[config.mk]
export PLATFORM = sky130hd
export DESIGN_NAME = tabh_merge
export DESIGN_NICKNAME = d
export VERILOG_FILES = /design/src/rtl/tabh_pkg.sv /design/src/rtl/tabh_merge.sv
export SDC_FILE = /design/constraint.sdc
export NUM_CORES = 1
export LEC_CHECK = 0
export BUFFER_PORTS_ARGS = -buffer_cell sky130_fd_sc_hd__buf_2
export CAP_MARGIN = 20
export CORE_ASPECT_RATIO = 0.8
export CORE_MARGIN = 1
export CORE_UTILIZATION = 49
export CTS_CLUSTER_SIZE = 24
export DETAILED_ROUTE_END_ITERATION = 7
export PLACE_DENSITY_LB_ADDON = 0.25
export SLEW_MARGIN = 20
export SYNTH_ARGS = -nofsm -noshare
export SYNTH_HDL_FRONTEND = slang
export SYNTH_SLANG_ARGS = --single-unit
[constraint.sdc]
create_clock -name clk -period 1.2 [get_ports clk]
set_clock_uncertainty 0.15 [all_clocks]
set_input_delay 0.24 -clock clk [delete_from_list [all_inputs] [get_ports clk]]
set_output_delay 0.24 -clock clk [all_outputs]
set_load 0.02 [all_outputs]
[src/rtl/tabh_pkg.sv]
// Shared types and constants for the tabulation hash block.
// Depends on nothing; the merge stage and the top level use it by scoped names.
`timescale 1ns / 1ps

package tabh_pkg;

    // Default build options
    localparam int KEY_WIDTH_DEF    = 32;
    localparam int SYMBOL_WIDTH_DEF = 8;
    localparam int HASH_WIDTH_DEF   = 32;

    // Fixed port widths
    localparam int OP_W    = 2;
    localparam int KEY_W   = 32;
    localparam int TSEL_W  = 2;
    localparam int SIDX_W  = 8;
    localparam int VALUE_W = 32;

    // Operation codes
    localparam logic [OP_W-1:0] OP_HASH  = 2'd0;
    localparam logic [OP_W-1:0] OP_WRITE = 2'd1;
    localparam logic [OP_W-1:0] OP_READ  = 2'd2;

    // Control that travels with a transaction down the pipeline
    typedef struct packed {
        logic              valid;
        logic [OP_W-1:0]   op;
        logic [TSEL_W-1:0] tsel;
    } ctl_t;

endpackage

[src/rtl/tabh_merge.sv]
// Last pipeline stage: XOR the table entries into the hash or pick one entry
// for a read-back, and register the result. Depends on tabh_pkg.
`timescale 1ns / 1ps

module tabh_merge #(
    parameter int NUM_TABLES = 4,
    parameter int HASH_WIDTH = 32
) (
    input  logic                                  clk,
    input  logic                                  rst_n,
    input  tabh_pkg::ctl_t                        ctl,
    input  logic [NUM_TABLES-1:0][HASH_WIDTH-1:0] rdata,
    output logic                                  done,
    output logic [tabh_pkg::VALUE_W-1:0]          value,
    output logic [tabh_pkg::OP_W-1:0]             kind
);

    localparam int TSEL_W     = tabh_pkg::TSEL_W;
    localparam int VALUE_W    = tabh_pkg::VALUE_W;
    localparam int SEL_LIMIT  = 2 ** TSEL_W;
    localparam int SEL_TABLES = (NUM_TABLES < SEL_LIMIT) ? NUM_TABLES : SEL_LIMIT;

    logic [HASH_WIDTH-1:0]     hash;
    logic [HASH_WIDTH-1:0]     sel;
    logic [HASH_WIDTH-1:0]     result;
    logic                      done_reg;
    logic [VALUE_W-1:0]        value_reg;
    logic [VALUE_W-1:0]        value_next;
    logic [tabh_pkg::OP_W-1:0] kind_reg;

    // Fold all table entries together
    always_comb
    begin
        hash = '0;
        for (int t = 0; t < NUM_TABLES; t++)
        begin
            hash = hash ^ rdata[t];
        end
    end

    // Pick the addressed table; a table beyond the last reads as zero
    always_comb
    begin
        sel = '0;
        for (int t = 0; t < SEL_TABLES; t++)
        begin
            if (ctl.tsel == TSEL_W'(t))
            begin
                sel = rdata[t];
            end
        end
    end

    // Choose the result by operation; writes and the unused code give zero
    always_comb
    begin
        case (ctl.op)
            tabh_pkg::OP_HASH: result = hash;
            tabh_pkg::OP_READ: result = sel;
            default:           result = '0;
        endcase
        value_next = VALUE_W'(result);
    end

    // Strobe the result for one cycle
    always_ff @(posedge clk or negedge rst_n)
    begin
        if (!rst_n)
        begin
            done_reg <= 1'b0;
        end
        else
        begin
            done_reg <= ctl.valid;
        end
    end

    // Hold the result payload
    always_ff @(posedge clk)
    begin
        if (ctl.valid)
        begin
            value_reg <= value_next;
            kind_reg  <= ctl.op;
        end
    end

    assign done  = done_reg;
    assign value = value_reg;
    assign kind  = kind_reg;

endmodule

==> flow_summary.yaml, run 1 <==
floorplan:
  die_h_um: 72.2
  core_area_mm2: 0.00591
  start_util_pct: 51.0
  die_w_um: 89.7
  io-pin-count: 170
  row_count: 25
  design.die.area_mm2: 0.00648
layout:
  syn_to_final_growth_pct: 69.5
  multi_input_area_mm2: 0.00186
  regArea_mm2: 0.00105
  largest_reg_flops: 32
  num-nets-final: 623
  layout-drive-gt1-share_pct: 66.1
  diodes: 0
  n_fill_cell: 328
timing:
  fin_ws_ns: -0.153
  report.final.slew_viol_count: 0
  finalHoldViolations: 0
  worst_pin_slew_ns: 0.256
  timing.fmax_ghz: 0.739
  rsz0062_at_grt: "true"
  slew_headroom_pct: 82.8
  holdWs_ns: 0.0146
  min_period_ns: 1.35
  finalCritPeriodShare_pct: 113
  setup_viol: 60
detailed_routing:
  routed_via_density: 5.25
  via_count: 2990
  drt_iter0_drc: 106
  dr.pass1.iters: 4
  ant_nets: 0
  drc: 0
  wirelength_mm: 9.34
  wire_per_inst_um: 16.4
global_routing:
  grt_max_degree: 19
  grt_pass1_wl_mm: 14.2
  antenna_found_initial: 0
  first_global_vias: 3155
  grtUsageTotal_pct: 28.7
  grt_overflow: 0
yosys:
  ys_seq_area_share_pct: 34.7
  synthTopCellsByArea: "edfxtp_1, mux4_2, xnor2_1, a22o_1, xor2_1"
  ys_types: 13
  synth_top_area_share_pct: 33.8
  async_flop_share_pct: 2.86
  synthTopCellsByCount: "xnor2_1, edfxtp_1, a22o_1, xor2_1, mux4_2"
  synth_ff_type: "edfxtp_1"
  yosysWarnings: 0
  avgSynthCellArea_um2: 14.3
  ys_ff_latch: 35
  syn-cell-area_mm2: 0.00302
  postSynthCellCount: 211
  synth_edf_count: 34
  yosysMostFrequentCell: "xnor2_1"
  synth_top_area_cell: "edfxtp_1"
  syn_nets: 346
critical_path:
  cp.arrival_ns: 1.26
  cp_max_fo: 7
  worstSetupEndpointType: "flop"
  critPathLaunchType: "input port"
  cp.required_ns: 1.10
  critical_path_class: "input port to flop"
power_and_ir_drop:
  ir_drop_mv: 0.441
  p_total_mw: 4.33
  powerDensity_mw_per_mm2: 846
  p_leak_nw: 2.31
hold_path:
  hold_path.class: "input port to flop"
placement:
  gp_congestion: 0.748
  portBuffers: 169
  hpwlAfterDp_mm: 6.85
cts:
  cts-htree-levels: 2
  clockRootBuffer: "clkbuf_8"
  clk_path_buf_depth: 2
  cts.sinks: 35
  cts_tree: "done"
  clk_pin_slew_worst_paths_ns: 0.07
  cts_buffers: 5
  cts_setup_buffers: 0
flow_run:
  cap_violations: 0
outcome:
  status: "complete, but fails checks"
  violations: "setup timing"
## final timing paths
path / start / end / slack [ns] / cells past startpoint
worst min-delay path: ctl[3] / kind[1] / 0.01 / 1
worst max-delay path: ctl[0] / value[20] / -0.15 / 4
max in group asynchronous: rst_n / done / 0.72 / 2
min in group asynchronous: rst_n / done / 0.09 / 2
## through the flow
step / cells / cell area [um^2] / setup TNS, ns / util (%) / setup WS (ns)
finish: 570 / 5120 / -4.48 / 86.5 / -0.153
global placement: 557 / 4780 / -15.92 / 80.9 / -0.576
global route: 570 / 5120 / -5.85 / 86.5 / -0.175
CTS: 569 / 5050 / -4.43 / 85.4 / -0.145
detailed placement: 557 / 4780 / -16.62 / 80.9 / -0.607
floorplan: 211 / 3030 / -11.57 / - / -0.366
## cells by family after synthesis
logic type	Yosys count	synth area share [%]
muxes	32	24.1
and+or+nand+nor	2	0.332
xor gates and xnor gates	96	27.9
DFF	35	34.7
buffers and inverters	14	3.73
AOI/OAI and AO/OA	32	9.29
## metal layers
layer  global-route usage (%)  wire length [um]  share of wire (%)  up-vias
li1                         -                 -                  -     1373
met1                     30.4              3300                 35     1428
met2                     54.1              5020                 54      153
met3                     6.92               641                6.9       36
met4                     14.4               382                4.1        0
met5                        0                 0                  0        -
## critical path: stages
cell	delay [ns]
buf_16	0.13
buf_12	0.15
mux4_2	0.51
a22o_1	0.22
## cell usage in the layout (no fill, tap or decap)
cell type      netlist  routed
nor2b_2              0       1
clkbuf_1             7       2
xnor2_1             64      64
xor2_1              32      32
clkinv_2             0       1
buf_6                1      19
clkbuf_8             0       5
nor2_2               0       1
buf_12               3       8
dfrtp_1              1       1
buf_4                0     102
buf_2                3     149
buf_16               0       4
clkbuf_16            0       1
a22o_1              32      32
edfxtp_1            34      34
dlygate4sd3_1        0       1
mux4_2              30      32
## final cells by class
cell class                 count  share of cell area (%)
clock buffer                   7                    1.49
sequential                    35                    20.4
tap                           81                    1.98
multi-input combinational    162                    36.3
timing repair buffer         284                    39.7
clock inverter                 1                  0.0978
## power by group
part	total (mW)	internal, mW	switching (mW)
clock	0.847	0.408	0.439
combinational	1.93	1.12	0.807
sequential	1.55	1.50	0.0466
total	4.33	3.03	1.29
## repair_timing
action                                  4_1_cts  5_1_grt
cloned                                        3        1
endpoints found under the hold margin         1        0
hold buffers                                  1        0
endpoints found under the setup margin       61       67
pin swaps                                     3        1
resized for setup                            35       13
No activity file was read; power rests on OpenSTA's default activity.
==> inputs of run 2 (changes only) <==
MAX_ROUTING_LAYER = met4   (was not set)
==> flow_summary.yaml, run 2 (synthesized netlist as in run 1, its figures left out) <==
floorplan:
  die_w_um: 89.7
  core_area_mm2: 0.00591
  row_count: 25
  design.die.area_mm2: 0.00648
  die_h_um: 72.2
  io-pin-count: 170
  start_util_pct: 51.0
layout:
  final_cell_mix: "buf_2, buf_4, xnor2_1, edfxtp_1"
  utilization_pct: 86.5
  final_common_cell: "buf_2"
  regArea_mm2: 0.00105
  syn_to_final_growth_pct: 69.5
  final_cell_area_mm2: 0.00512
  diodes: 0
  largest_reg_flops: 32
  n_fill_cell: 328
  multi_input_area_mm2: 0.00186
  layout-drive-gt1-share_pct: 66.1
  num-nets-final: 623
global_routing:
  grt_max_degree: 19
  first_global_vias: 3162
  antenna_found_initial: 0
  grt_overflow: 0
  grt_pass1_wl_mm: 14.2
  grtUsageTotal_pct: 29.5
power_and_ir_drop:
  p_int_mw: 3.03
  p_comb_share_pct: 44.6
  p_total_mw: 4.32
  seqPwrFrac_pct: 35.9
  powerDensity_mw_per_mm2: 844
  ir_drop_mv: 0.435
  power_frac_clock_pct: 19.5
  power.switching_mw: 1.29
  switching_share_pct: 29.8
  p_leak_nw: 2.31
detailed_routing:
  wire_per_inst_um: 16.3
  ant_nets: 0
  drt_iter0_drc: 107
  wirelength_mm: 9.30
  routed_via_density: 5.24
  via_count: 2984
  drc: 0
  dr.pass1.iters: 4
cts:
  cts_tree: "done"
  cts_setup_buffers: 0
  cts-htree-levels: 2
  cts_buffers: 5
  cts.sinks: 35
  clk_path_buf_depth: 2
  clk_pin_slew_worst_paths_ns: 0.07
  clockRootBuffer: "clkbuf_8"
timing:
  min_period_ns: 1.35
  rsz0062_at_grt: "true"
  timing.fmax_ghz: 0.739
  worst_pin_slew_ns: 0.255
  finalCritPeriodShare_pct: 113
  fin_ws_ns: -0.153
  finalHoldViolations: 0
  setup_viol: 60
  report.final.slew_viol_count: 0
  slew_headroom_pct: 83.0
placement:
  portBuffers: 169
  dp_slack_ns: -0.607
  hpwlAfterDp_mm: 6.85
  placed_cell_area_mm2: 0.00478
  gp_congestion: 0.758
hold_path:
  hold_path.class: "input port to flop"
critical_path:
  cp_max_fo: 7
  critical_path_class: "input port to flop"
  cp.required_ns: 1.10
  critPathLaunchType: "input port"
  worstSetupEndpointType: "flop"
  cp.arrival_ns: 1.26
flow_run:
  cap_violations: 0
outcome:
  violations: "setup timing"
  status: "complete, but fails checks"
[run 2: critical path, cell delays in order]
cell and delay, ns:
buf_16 0.13, buf_12 0.15, mux4_2 0.51, a22o_1 0.22
[run 2: power by group through the flow]
stage | registers, mW | logic, mW | clock network (mW)
6_report | 1.55 | 1.93 | 0.843
5_1_grt | 1.56 | 2.06 | 0.899
4_1_cts | 1.55 | 1.88 | 0.844
3_5_place_dp | 1.56 | 1.77 | 0
3_3_place_gp | 1.56 | 1.70 | 0
2_1_floorplan | 1.73 | 0.772 | 0
[run 2: final timing paths]
check / to / depth (start not counted) / slack, ns / start
worst max-delay path: value[20] / 4 / -0.15 / ctl[0]
worst min-delay path: kind[1] / 1 / 0.01 / ctl[3]
max in group asynchronous: done / 2 / 0.72 / rst_n
min in group asynchronous: done / 2 / 0.09 / rst_n
[run 2: per-layer routing]
metal | up-vias | track usage [%] | routed length [um]
li1 | 1374 | - | -
met1 | 1418 | 30.4 | 3280
met2 | 156 | 53.9 | 4980
met3 | 36 | 6.60 | 634
met4 | 0 | 14.9 | 401
met5 | - | - | 0
[run 2: per-stage QoR]
step                      TNS [ns]  hold WS (ns)  instances
after floorplan             -11.57        -0.206        211
after global placement      -15.92        -0.135        557
after detailed placement    -16.62        -0.132        557
after CTS                    -4.43        0.0181        569
after global routing         -5.84        0.0141        570
final                        -4.42        0.0149        570
[run 2: repair_timing]
item / in CTS / in global routing
gates cloned: 3 / 1
hold endpoints to repair: 1 / 0
gates resized for setup: 35 / 13
hold buffers: 1 / 0
pin swaps: 3 / 1
setup endpoints to repair: 61 / 67
[run 2: cell type report]
| class | instances | area share [%] |
|---|---|---|
| Clock buffer | 7 | 1.49 |
| Clock inverter | 1 | 0.0978 |
| Multi-Input combinational cell | 162 | 36.3 |
| Timing Repair Buffer | 284 | 39.7 |
| Sequential cell | 35 | 20.4 |
| Tap cell | 81 | 1.98 |
==> inputs of run 3 (changes only) <==
PLACE_DENSITY = 0.88   (was not set)
PLACE_DENSITY_LB_ADDON = not set   (was 0.25)
==> flow_summary.yaml, run 3 (synthesized netlist as in run 1, its figures left out) <==
timing:
  setup_viol: 51
  report.final.slew_viol_count: 0
  worst_pin_slew_ns: 0.265
  holdWs_ns: 0.0325
  rsz0062_at_grt: "true"
  timing.fmax_ghz: 0.695
  finalHoldViolations: 0
  min_period_ns: 1.44
  fin_ws_ns: -0.239
  slew_headroom_pct: 82.2
  finalCritPeriodShare_pct: 120
floorplan:
  start_util_pct: 51.0
  io-pin-count: 170
  die_h_um: 72.2
  design.die.area_mm2: 0.00648
  core_area_mm2: 0.00591
  die_w_um: 89.7
  row_count: 25
cts:
  cts.sinks: 35
  clk_path_buf_depth: 2
  clockRootBuffer: "clkbuf_8"
  cts_buffers: 5
  clk_pin_slew_worst_paths_ns: 0.07
  cts-htree-levels: 2
  cts_tree: "done"
detailed_routing:
  wirelength_mm: 10.4
  via_count: 3149
  ant_nets: 0
  drt_iter0_drc: 100
  dr.pass1.iters: 4
  routed_via_density: 5.43
  wire_per_inst_um: 17.9
  drc: 0
power_and_ir_drop:
  p_leak_nw: 2.35
  powerDensity_mw_per_mm2: 845
  ir_drop_mv: 0.629
critical_path:
  worstSetupEndpointType: "flop"
  cp_max_fo: 6
  cp.required_ns: 1.09
  critical_path_class: "input port to flop"
  critPathLaunchType: "input port"
  cp.arrival_ns: 1.33
hold_path:
  whs_path_depth: 1
  hold_path.class: "input port to flop"
layout:
  n_fill_cell: 299
  final_cell_area_mm2: 0.00516
  syn_to_final_growth_pct: 70.9
  num-nets-final: 633
  final_cell_mix: "buf_2, buf_4, xnor2_1, edfxtp_1"
  diodes: 0
  layout-drive-gt1-share_pct: 67.1
  utilization_pct: 87.2
  largest_reg_flops: 32
  final_common_cell: "buf_2"
outcome:
  violations: "setup timing"
  status: "complete, but fails checks"
global_routing:
  grtUsageTotal_pct: 33.4
  antenna_found_initial: 0
  grt_max_degree: 21
  first_global_vias: 3438
  grt_overflow: 0
  grt_pass1_wl_mm: 16.0
placement:
  portBuffers: 169
  placed_cell_area_mm2: 0.00481
  gp_congestion: 0.788
  hpwlAfterDp_mm: 7.80
flow_run:
  cap_violations: 0
run 3: cell types whose count changed in the layout (fill, tap and decap cells not counted), sizes merged:
cell | previous run | this run
buf | 282 | 293
clkbuf | 8 | 5
clkinv | 1 | 3
run 3: timing repair:
item	4_1_cts	5_1_grt
buffers inserted	6	2
pin swaps	1	2
cloned	2	0
endpoints found under the setup margin	55	66
hold buffers	1	0
hold endpoints to repair	1	0
gates resized for setup	34	18
run 3: per-layer routing:
layer	track usage [%]	share of wire (%)
met1	30.0	33
met5	-	0
met3	7.76	6.2
met2	66.1	57
met4	17.7	4.2
run 3: final timing paths:
| path | from | to | slack (ns) |
|---|---|---|---|
| setup / recovery | ctl[0] | value[0] | -0.24 |
| hold / removal | ctl[3] | kind[1] | 0.03 |
| max in group asynchronous | rst_n | done | 0.69 |
| min in group asynchronous | rst_n | done | 0.13 |
run 3: cell type report:
| class | count | area [um^2] | share of cell area (%) |
|---|---|---|---|
| timing repair buffer | 294 | 2070 | 40.1 |
| multi-input combinational | 162 | 1860 | 36.0 |
| sequential | 35 | 1050 | 20.3 |
| tap | 81 | 101 | 1.97 |
| clock buffer | 5 | 68.8 | 1.33 |
| clock inverter | 3 | 15.0 | 0.291 |
run 3: stage by stage:
stage	worst slack (ns)	setup TNS, ns	cells	power (mW)
after CTS	-0.217	-5.37	579	4.31
after floorplan	-0.366	-11.57	211	2.51
after detailed placement	-0.618	-16.76	562	3.37
after global routing	-0.261	-6.54	580	4.54
final	-0.239	-5.34	580	4.36
after global placement	-0.565	-15.95	562	3.26
run 3: report_power, final:
group / internal [mW] / switching [mW] / total, mW / leakage [nW]
logic: 1.14 / 0.843 / 1.98 / 1.96
registers: 1.50 / 0.0516 / 1.55 / 0.339
clock network: 0.397 / 0.428 / 0.825 / 0.0477
total: 3.04 / 1.32 / 4.36 / 2.35
run 3: critical path, stage by stage:
cell	delay [ns]
buf_12	0.11
buf_12	0.12
buf_12	0.11
mux4_2	0.50
a22o_1	0.23
